**config.mk**
```make
export PLATFORM = sky130hd
export DESIGN_NAME = rei_glitch_filter
export DESIGN_NICKNAME = d
export VERILOG_FILES = /design/src/rtl/core/rei_glitch_filter.sv
export SDC_FILE = /design/constraint.sdc
export NUM_CORES = 1
export LEC_CHECK = 0
export BUFFER_PORTS_ARGS = -buffer_cell sky130_fd_sc_hd__buf_4
export CAP_MARGIN = 40
export CELL_PAD_IN_SITES_DETAIL_PLACEMENT = 1
export CELL_PAD_IN_SITES_GLOBAL_PLACEMENT = 1
export CORE_UTILIZATION = 30
export DETAILED_ROUTE_END_ITERATION = 8
export PLACE_DENSITY_LB_ADDON = 0.05
export SETUP_SLACK_MARGIN = 0.5
export SLEW_MARGIN = 20
export SYNTH_ARGS = -nofsm -noshare
export SYNTH_HDL_FRONTEND = slang
export SYNTH_SLANG_ARGS = --single-unit
```
**constraint.sdc**
```tcl
create_clock -name clk_i -period 2.8 [get_ports clk_i]
set_input_delay 0.42 -clock clk_i [delete_from_list [all_inputs] [get_ports clk_i]]
set_output_delay 0.42 -clock clk_i [all_outputs]
set_load 0.02 [all_outputs]
```
**src/rtl/core/rei_glitch_filter.sv**
```systemverilog
// Glitch filter for one encoder channel: a new level is taken once it has
// held for the programmed number of samples. Uses no package items.
module rei_glitch_filter (
  input  logic       clk_i,
  input  logic       rst_ni,
  input  logic       en_i,
  input  logic       level_i,
  input  logic [9:0] glitch_cycles_i,
  output logic       filt_q_o,
  output logic       filt_d_o
);

  logic       filt_q, filt_d;
  logic [9:0] hold_q, hold_d;
  logic [10:0] hold_inc;

  assign hold_inc = {1'b0, hold_q} + 11'd1;

  always_comb begin
    filt_d = filt_q;
    hold_d = hold_q;
    if (en_i) begin
      if (level_i == filt_q) begin
        hold_d = '0;
      end else if (hold_inc >= {1'b0, glitch_cycles_i}) begin
        filt_d = level_i;
        hold_d = '0;
      end else begin
        hold_d = hold_inc[9:0];
      end
    end
  end

  always_ff @(posedge clk_i or negedge rst_ni) begin
    if (!rst_ni) begin
      filt_q <= 1'b0;
      hold_q <= '0;
    end else begin
      filt_q <= filt_d;
      hold_q <= hold_d;
    end
  end

  assign filt_q_o = filt_q;
  assign filt_d_o = filt_d;

endmodule

```
==> reports/results.txt, run 1 <==
deepest level of the CTS H-tree: 1
combinational power share: 42.9%
CP max FO: 3
via count: 874
worst setup timing slack at the placement stage: -54.5 ps
endpoint with the worst hold slack: hold_q[5]
max-slew violation total from the final report: 0
grt ovf: 0
critical register-to-register path startpoint: hold_q[1]
internal reg-to-reg setup slack: 190 ps
pin count of the biggest net entering global routing: 12
CORE AREA: 0.00276 mm2
insertion delay to the later sink of the worst-skew pair: 280 ps
number of nets with antenna violations after routing: 0
number of antenna violations at the first check in global routing: 0
Switch Pwr: 0.000184 W
largest family of logic cells by synthesized area: compound AO/OA/AOI/OAI gates
pwr dens: 395 mW/mm2
sequential fraction of design power: 35.7%
time the worst path needs with I/O delays and setup: 3060 ps
via count of the first global-routing pass: 963
count of placed standard cells in the final layout, fillers left out: 168
required time at the endpoint of the critical path: 2380 ps
die boundary height: 55.8 um
Avg Cell Area, Syn: 8.96 um2
outcome: complete, but fails checks
worst slack on hold paths: 407 ps
post-synthesis simple-gate area fraction: 10.9%
gate count after technology mapping: 97
Worst Setup Start Kind: flip-flop
Root Buffer Master: clkbuf_4
clock transition at the registers of the reported paths: 80 ps
Filler Cells Inserted: 326
highest-delay cell along the critical path: dfrtp_1
post-detail-place hpwl: 1.90 mm
number of warnings issued by yosys: 0
leading cell type in the layout, fill and taps excluded: buf_4
number of DRC markers in iteration 0: 5
total number of placement rows: 19
reported max-cap violation count: 0
Hold Path Origin: en_i
placed cell count: 153
commonest non-fill, non-tap cells in the layout: buf_4 (30), inv_1 (19), dfrtp_1 (11), ha_1 (10)
global-route wire length before repair: 4.51 mm
Yosys reg bits: 11
combined area of all synthesized cells: 870 um2
reported leakage power: 0.645 nW
cell repeated most along the worst path: buf_4
NumNets Final: 163
top-level I/O count: 16
critical path, cell by cell: buf_4 -> buf_4 -> buf_4 -> nand3_2 -> nor2_1 -> xnor2_1 -> inv_1 -> ha_1 -> a21oi_2 -> o21a_4 -> o22ai_2 -> mux2_4 -> buf_6
CP Capture Type: primary output
portion of the post-synthesis area used by sequential elements: 31.7%
ratio of cells with drive above 1 in the final layout: 41.6%
mux share of post-synthesis cell area: 2.45%
Area growth, synth to finish: 52.1%
unrepaired setup endpoints after global routing: yes
DIE WIDTH: 55.8 um
number of vias per cell: 5.20
final number of setup-violating endpoints: 1
number of nets in the synthesized netlist: 122
cells on worst reg2reg path: 16
Port Buffer Count: 15
average wire per cell in the routed design: 16.2 um
Distinct cells, synth: 24
depth of the worst hold-timing path: 2
post-synthesis xor/xnor area fraction: 9.06%
path class of the lowest-slack min-delay path: input port to flip-flop
part of the total power dissipated in the clock network: 21.4%
initial standard-cell utilization of the core: 31.5%
clock buffer count from CTS: 3
Initial DRT Pass Iterations: 4
Total Wirelength: 2.72 mm
synthesized-area fraction occupied by adder cells: 15.8%
Total Die Area: 0.00312 mm2
transition time at the pin with the least slew margin: 901 ps
type of the worst setup path: flip-flop to primary output
violations in the final reports: setup timing
share of the clock period used by the worst path: 109%
Clock Path Buffers: 2
number of sinks handled by clock tree synthesis: 11
final routed DRC violation total: 0
final RePlAce weighted congestion: 0.749
maximum resistive drop on vdd: 0.000312 V
cell internal power dissipation: 0.000339 W
clock skew after layout: 13.8 ps
Max-Slew Margin vs Limit: 39.7%
Net Sw Frac: 35.1%
number of diodes: 0
slack of the critical path: -258 ps
Final Hold Violating Endpoints: 0
endpoint of the worst-slack reg-to-reg timing path: hold_q[9]
critical path data arrival time: 2640 ps
All-Layer GR Usage: 19.1%
post-synthesis compound-gate area fraction: 21.9%
fmax: 327 MHz
stage delay of the slowest cell on the critical path: 390 ps
CTS tree: done
[synth_stat cells]
master	count	share of area [%]
a21o_1	1	0.86
a21oi_1	4	2.3
a21oi_2	1	1.0
and3_1	1	0.72
and4_1	1	1.0
dfrtp_1	11	32
ha_1	11	16
inv_1	19	8.2
mux2_1	1	1.3
mux2i_1	1	1.2
nand2_1	5	2.2
nand3_1	4	2.3
nand4_1	3	2.2
nor2_1	3	1.3
nor2b_1	1	0.72
nor3_1	1	0.57
o2111ai_1	6	6.0
o211ai_1	1	0.86
o21a_4	1	1.7
o21ai_0	8	4.6
o22ai_2	1	1.4
o2bb2ai_1	3	3.0
xnor2_1	8	8.1
xor2_1	1	1.0
[registers in the layout, indices dropped and copies added, names as in the netlist]
register / cells
hold_q: 10
filt_q_o: 1
[critical path: cells and delay by family, from the launching register on]
kind | cells | cell delay [ps]
compound gates | 3 | 370
xor+xnor | 1 | 190
fa+ha+maj | 1 | 320
buf+inv | 5 | 600
flops | 1 | 390
mux | 1 | 320
simple gates | 2 | 170
[worst max-delay path by stage]
stage | startpoint | end | slack [ps] | cells after the start
finish | hold_q[1] | filt_d_o | -260 | 13
global placement | hold_q[4] | filt_d_o | -30 | 12
detailed placement | hold_q[1] | filt_d_o | -50 | 11
floorplan | hold_q[0] | filt_d_o | 90 | 10
global route | hold_q[1] | filt_d_o | -400 | 11
CTS | hold_q[1] | filt_d_o | -270 | 11
[kinds of logic (layout without fill, tap and decap cells)]
group | count (synthesis) | after routing
muxes | 2 | 2
buffers and inverters | 19 | 59
and+or+nand+nor | 19 | 19
xor gates and xnor gates | 9 | 9
adders and majority gates | 11 | 11
DFF | 11 | 11
AOI/OAI and AO/OA | 26 | 26
[what timing repair did]
item	CTS	global route
buffers inserted	7	3
pin swaps	7	1
hold buffers	1	0
endpoints found under the setup margin	12	12
resized for setup	22	4
endpoints found under the hold margin	11	0
[metal layers]
metal,GRT usage [%],vias up,part of all wire [%]
li1,-,425,-
met1,22.9,432,43
met2,34.4,15,53
met3,4.65,2,3.2
met4,4.18,0,0.55
met5,0,-,0
[power by group through the flow]
stage	clock (W)	sequential (W)	combinational (W)
2_1_floorplan	0	0.000197	0.0000863
3_3_place_gp	0	0.000188	0.000174
6_report	0.000112	0.000187	0.000224
5_1_grt	0.000120	0.000189	0.000251
3_5_place_dp	0	0.000190	0.000179
4_1_cts	0.000117	0.000187	0.000210
[final cells by class]
type / instances / area (um2) / area share, %
Timing Repair Buffer: 36 / 292 / 22.0
Sequential cell: 11 / 275 / 20.8
Tap cell: 31 / 38.8 / 2.93
Clock buffer: 4 / 26.3 / 1.99
Multi-Input combinational cell: 67 / 619 / 46.8
Inverter: 19 / 71.3 / 5.39
[stage by stage]
step / total power (W) / util [%] / TNS, ps / area (um2)
floorplan: 0.000283 / - / 0 / 880
global placement: 0.000362 / 40.1 / -25.7 / 1110
detailed placement: 0.000369 / 40.1 / -54.5 / 1110
CTS: 0.000514 / 46.1 / -269 / 1270
global route: 0.000560 / 48.0 / -400 / 1320
finish: 0.000523 / 48.0 / -258 / 1320
No activity file was read; power rests on OpenSTA's default activity.
==> run 2, diff against run 1 <==
==> constraint.sdc (replaced) <==
create_clock -name clk_i -period 3.18 [get_ports clk_i]
set_input_delay 0.477 -clock clk_i [delete_from_list [all_inputs] [get_ports clk_i]]
set_output_delay 0.477 -clock clk_i [all_outputs]
set_load 0.02 [all_outputs]
==> run 2 against run 1 <==
- the flow now finishes without violations
- register-to-register slack better by 450 ps
- routed wire length decreased by 17%
- worst setup slack gained 300 ps
- clock skew shrank 4.5 ps
- cell count down 4.8%
- first-iteration DRC count rose to 4.6 times the previous value
- non-clock buffer count fell by 8
- die area unchanged
- hold slack worse by 390 ps
- critical path type unchanged
- highest routed layer unchanged
==> reports/results.txt, run 2 (synthesis results as in run 1) <==
outcome: finished clean
capturing element of the worst setup path: filt_d_o
number of DRC markers in iteration 0: 23
Area growth, synth to finish: 37.4%
number of sinks handled by clock tree synthesis: 11
global-route wire length before repair: 3.96 mm
All-Layer GR Usage: 16.7%
cells on worst reg2reg path: 12
Filler Cells Inserted: 342
CP Capture Type: primary output
worst setup timing slack at the placement stage: 34.1 ps
share of the clock period used by the worst path: 98.6%
path class of the lowest-slack min-delay path: input port to async pin
average wire per cell in the routed design: 14.1 um
Root Buffer Master: clkbuf_4
Total Die Area: 0.00312 mm2
count of placed standard cells in the final layout, fillers left out: 160
number of antenna violations at the first check in global routing: 0
Reg with most FFs: hold_q
leading cell type in the layout, fill and taps excluded: buf_4
Port Buffer Count: 15
Worst Setup Start Kind: flip-flop
critical path data arrival time: 2660 ps
origin of the worst setup path: hold_q[0]
final number of setup-violating endpoints: 0
Total Wirelength: 2.26 mm
pin count of the biggest net entering global routing: 12
final RePlAce weighted congestion: 0.770
fmax: 319 MHz
max-slew violation total from the final report: 0
endpoint of the worst-slack reg-to-reg timing path: hold_q[9]
max FFs per register: 10
via count: 793
number of nets with antenna violations after routing: 0
Max-Slew Margin vs Limit: 70.5%
DIE WIDTH: 55.8 um
clock buffer count from CTS: 3
die boundary height: 55.8 um
CTS tree: done
grt ovf: 0
post-detail-place hpwl: 1.68 mm
internal reg-to-reg setup slack: 640 ps
stage delay of the slowest cell on the critical path: 410 ps
critical path, cell by cell: ha_4 -> and4_4 -> nand4_1 -> xnor2_2 -> ha_1 -> a21o_1 -> a21oi_2 -> o21a_4 -> o22ai_2 -> mux2_4 -> buf_6
unrepaired setup endpoints after global routing: yes
worst slack on hold paths: 12.4 ps
initial standard-cell utilization of the core: 31.5%
transition time at the pin with the least slew margin: 440 ps
time the worst path needs with I/O delays and setup: 3140 ps
via count of the first global-routing pass: 872
top-level I/O count: 16
number of vias per cell: 4.96
ratio of cells with drive above 1 in the final layout: 31.8%
hold buffer count at cts: 0
CORE AREA: 0.00276 mm2
critical register-to-register path startpoint: hold_q[0]
NumNets Final: 155
Initial DRT Pass Iterations: 4
clock skew after layout: 9.30 ps
slack of the critical path: 43.6 ps
highest-delay cell along the critical path: dfrtp_1
deepest level of the CTS H-tree: 1
maximum resistive drop on vdd: 0.000276 V
clock transition at the registers of the reported paths: 80 ps
Final Hold Violating Endpoints: 0
number of diodes: 0
reported leakage power: 0.600 nW
type of the worst setup path: flip-flop to primary output
commonest non-fill, non-tap cells in the layout: buf_4 (26), inv_1 (19), dfrtp_1 (11), ha_1 (10), o21ai_0 (7)
final routed DRC violation total: 0
CP max FO: 3
placed cell count: 145
Clock Path Buffers: 2
reported max-cap violation count: 0
pwr dens: 366 mW/mm2
required time at the endpoint of the critical path: 2700 ps
total number of placement rows: 19
insertion delay to the later sink of the worst-skew pair: 280 ps
[run 2: routing by layer]
layer	up-vias	wire, um	track usage, %
met5	-	0	0
met4	0	16	4.18
met3	2	59	4.88
met2	8	1080	28.1
met1	373	1110	21.2
li1	410	-	-
[run 2: how the worst min path moves through the flow]
stage	from	to	slack, ps	cells past startpoint
global placement	rst_ni	hold_q[5]	330	1
detailed placement	rst_ni	hold_q[6]	330	1
global route	rst_ni	hold_q[6]	6	1
CTS	rst_ni	hold_q[4]	10	1
finish	rst_ni	hold_q[6]	10	1
floorplan	rst_ni	filt_q_o	180	0
[run 2: stage by stage]
stage / total power, W / TNS [ps] / util, % / area (um2)
3_5_place_dp: 0.000306 / 0 / 37.9 / 1050
2_1_floorplan: 0.000249 / 0 / - / 880
6_report: 0.000437 / 0 / 43.3 / 1190
3_3_place_gp: 0.000302 / 0 / 37.9 / 1050
4_1_cts: 0.000439 / 0 / 42.5 / 1170
5_1_grt: 0.000475 / -127 / 43.3 / 1190
[run 2: worst max-delay path, delay by kind of cell, from the launching register on]
kind | cells | cell delay [ps]
AOI/OAI and AO/OA | 4 | 510
adders and majority gates | 2 | 470
DFF | 1 | 410
and+or+nand+nor | 2 | 360
muxes | 1 | 310
xor gates and xnor gates | 1 | 180
buffers and inverters | 1 | 130
[run 2: what timing repair did]
action                     in CTS  in global routing
setup buffers                   9                  2
setup endpoints to repair       5                  1
gates resized for setup         7                  2
cloned                          0                  0
pin swaps                       4                  7
[run 2: area by class of cell]
cell class              instances  area, um2  share of cell area (%)
well taps                      31       38.8                    3.25
repair buffers                 28        218                    18.2
multi-input cells              67        566                    47.3
clock buffers                   4       26.3                    2.20
inverters                      19       71.3                    5.97
flip-flops and latches         11        275                    23.0
[run 2: power by group]
group | internal, W | total, W | switching, W | leakage, nW
registers | 0.000153 | 0.000169 | 0.0000153 | 0.150
logic | 0.0000845 | 0.000166 | 0.0000818 | 0.435
clock network | 0.0000488 | 0.000102 | 0.0000535 | 0.0150
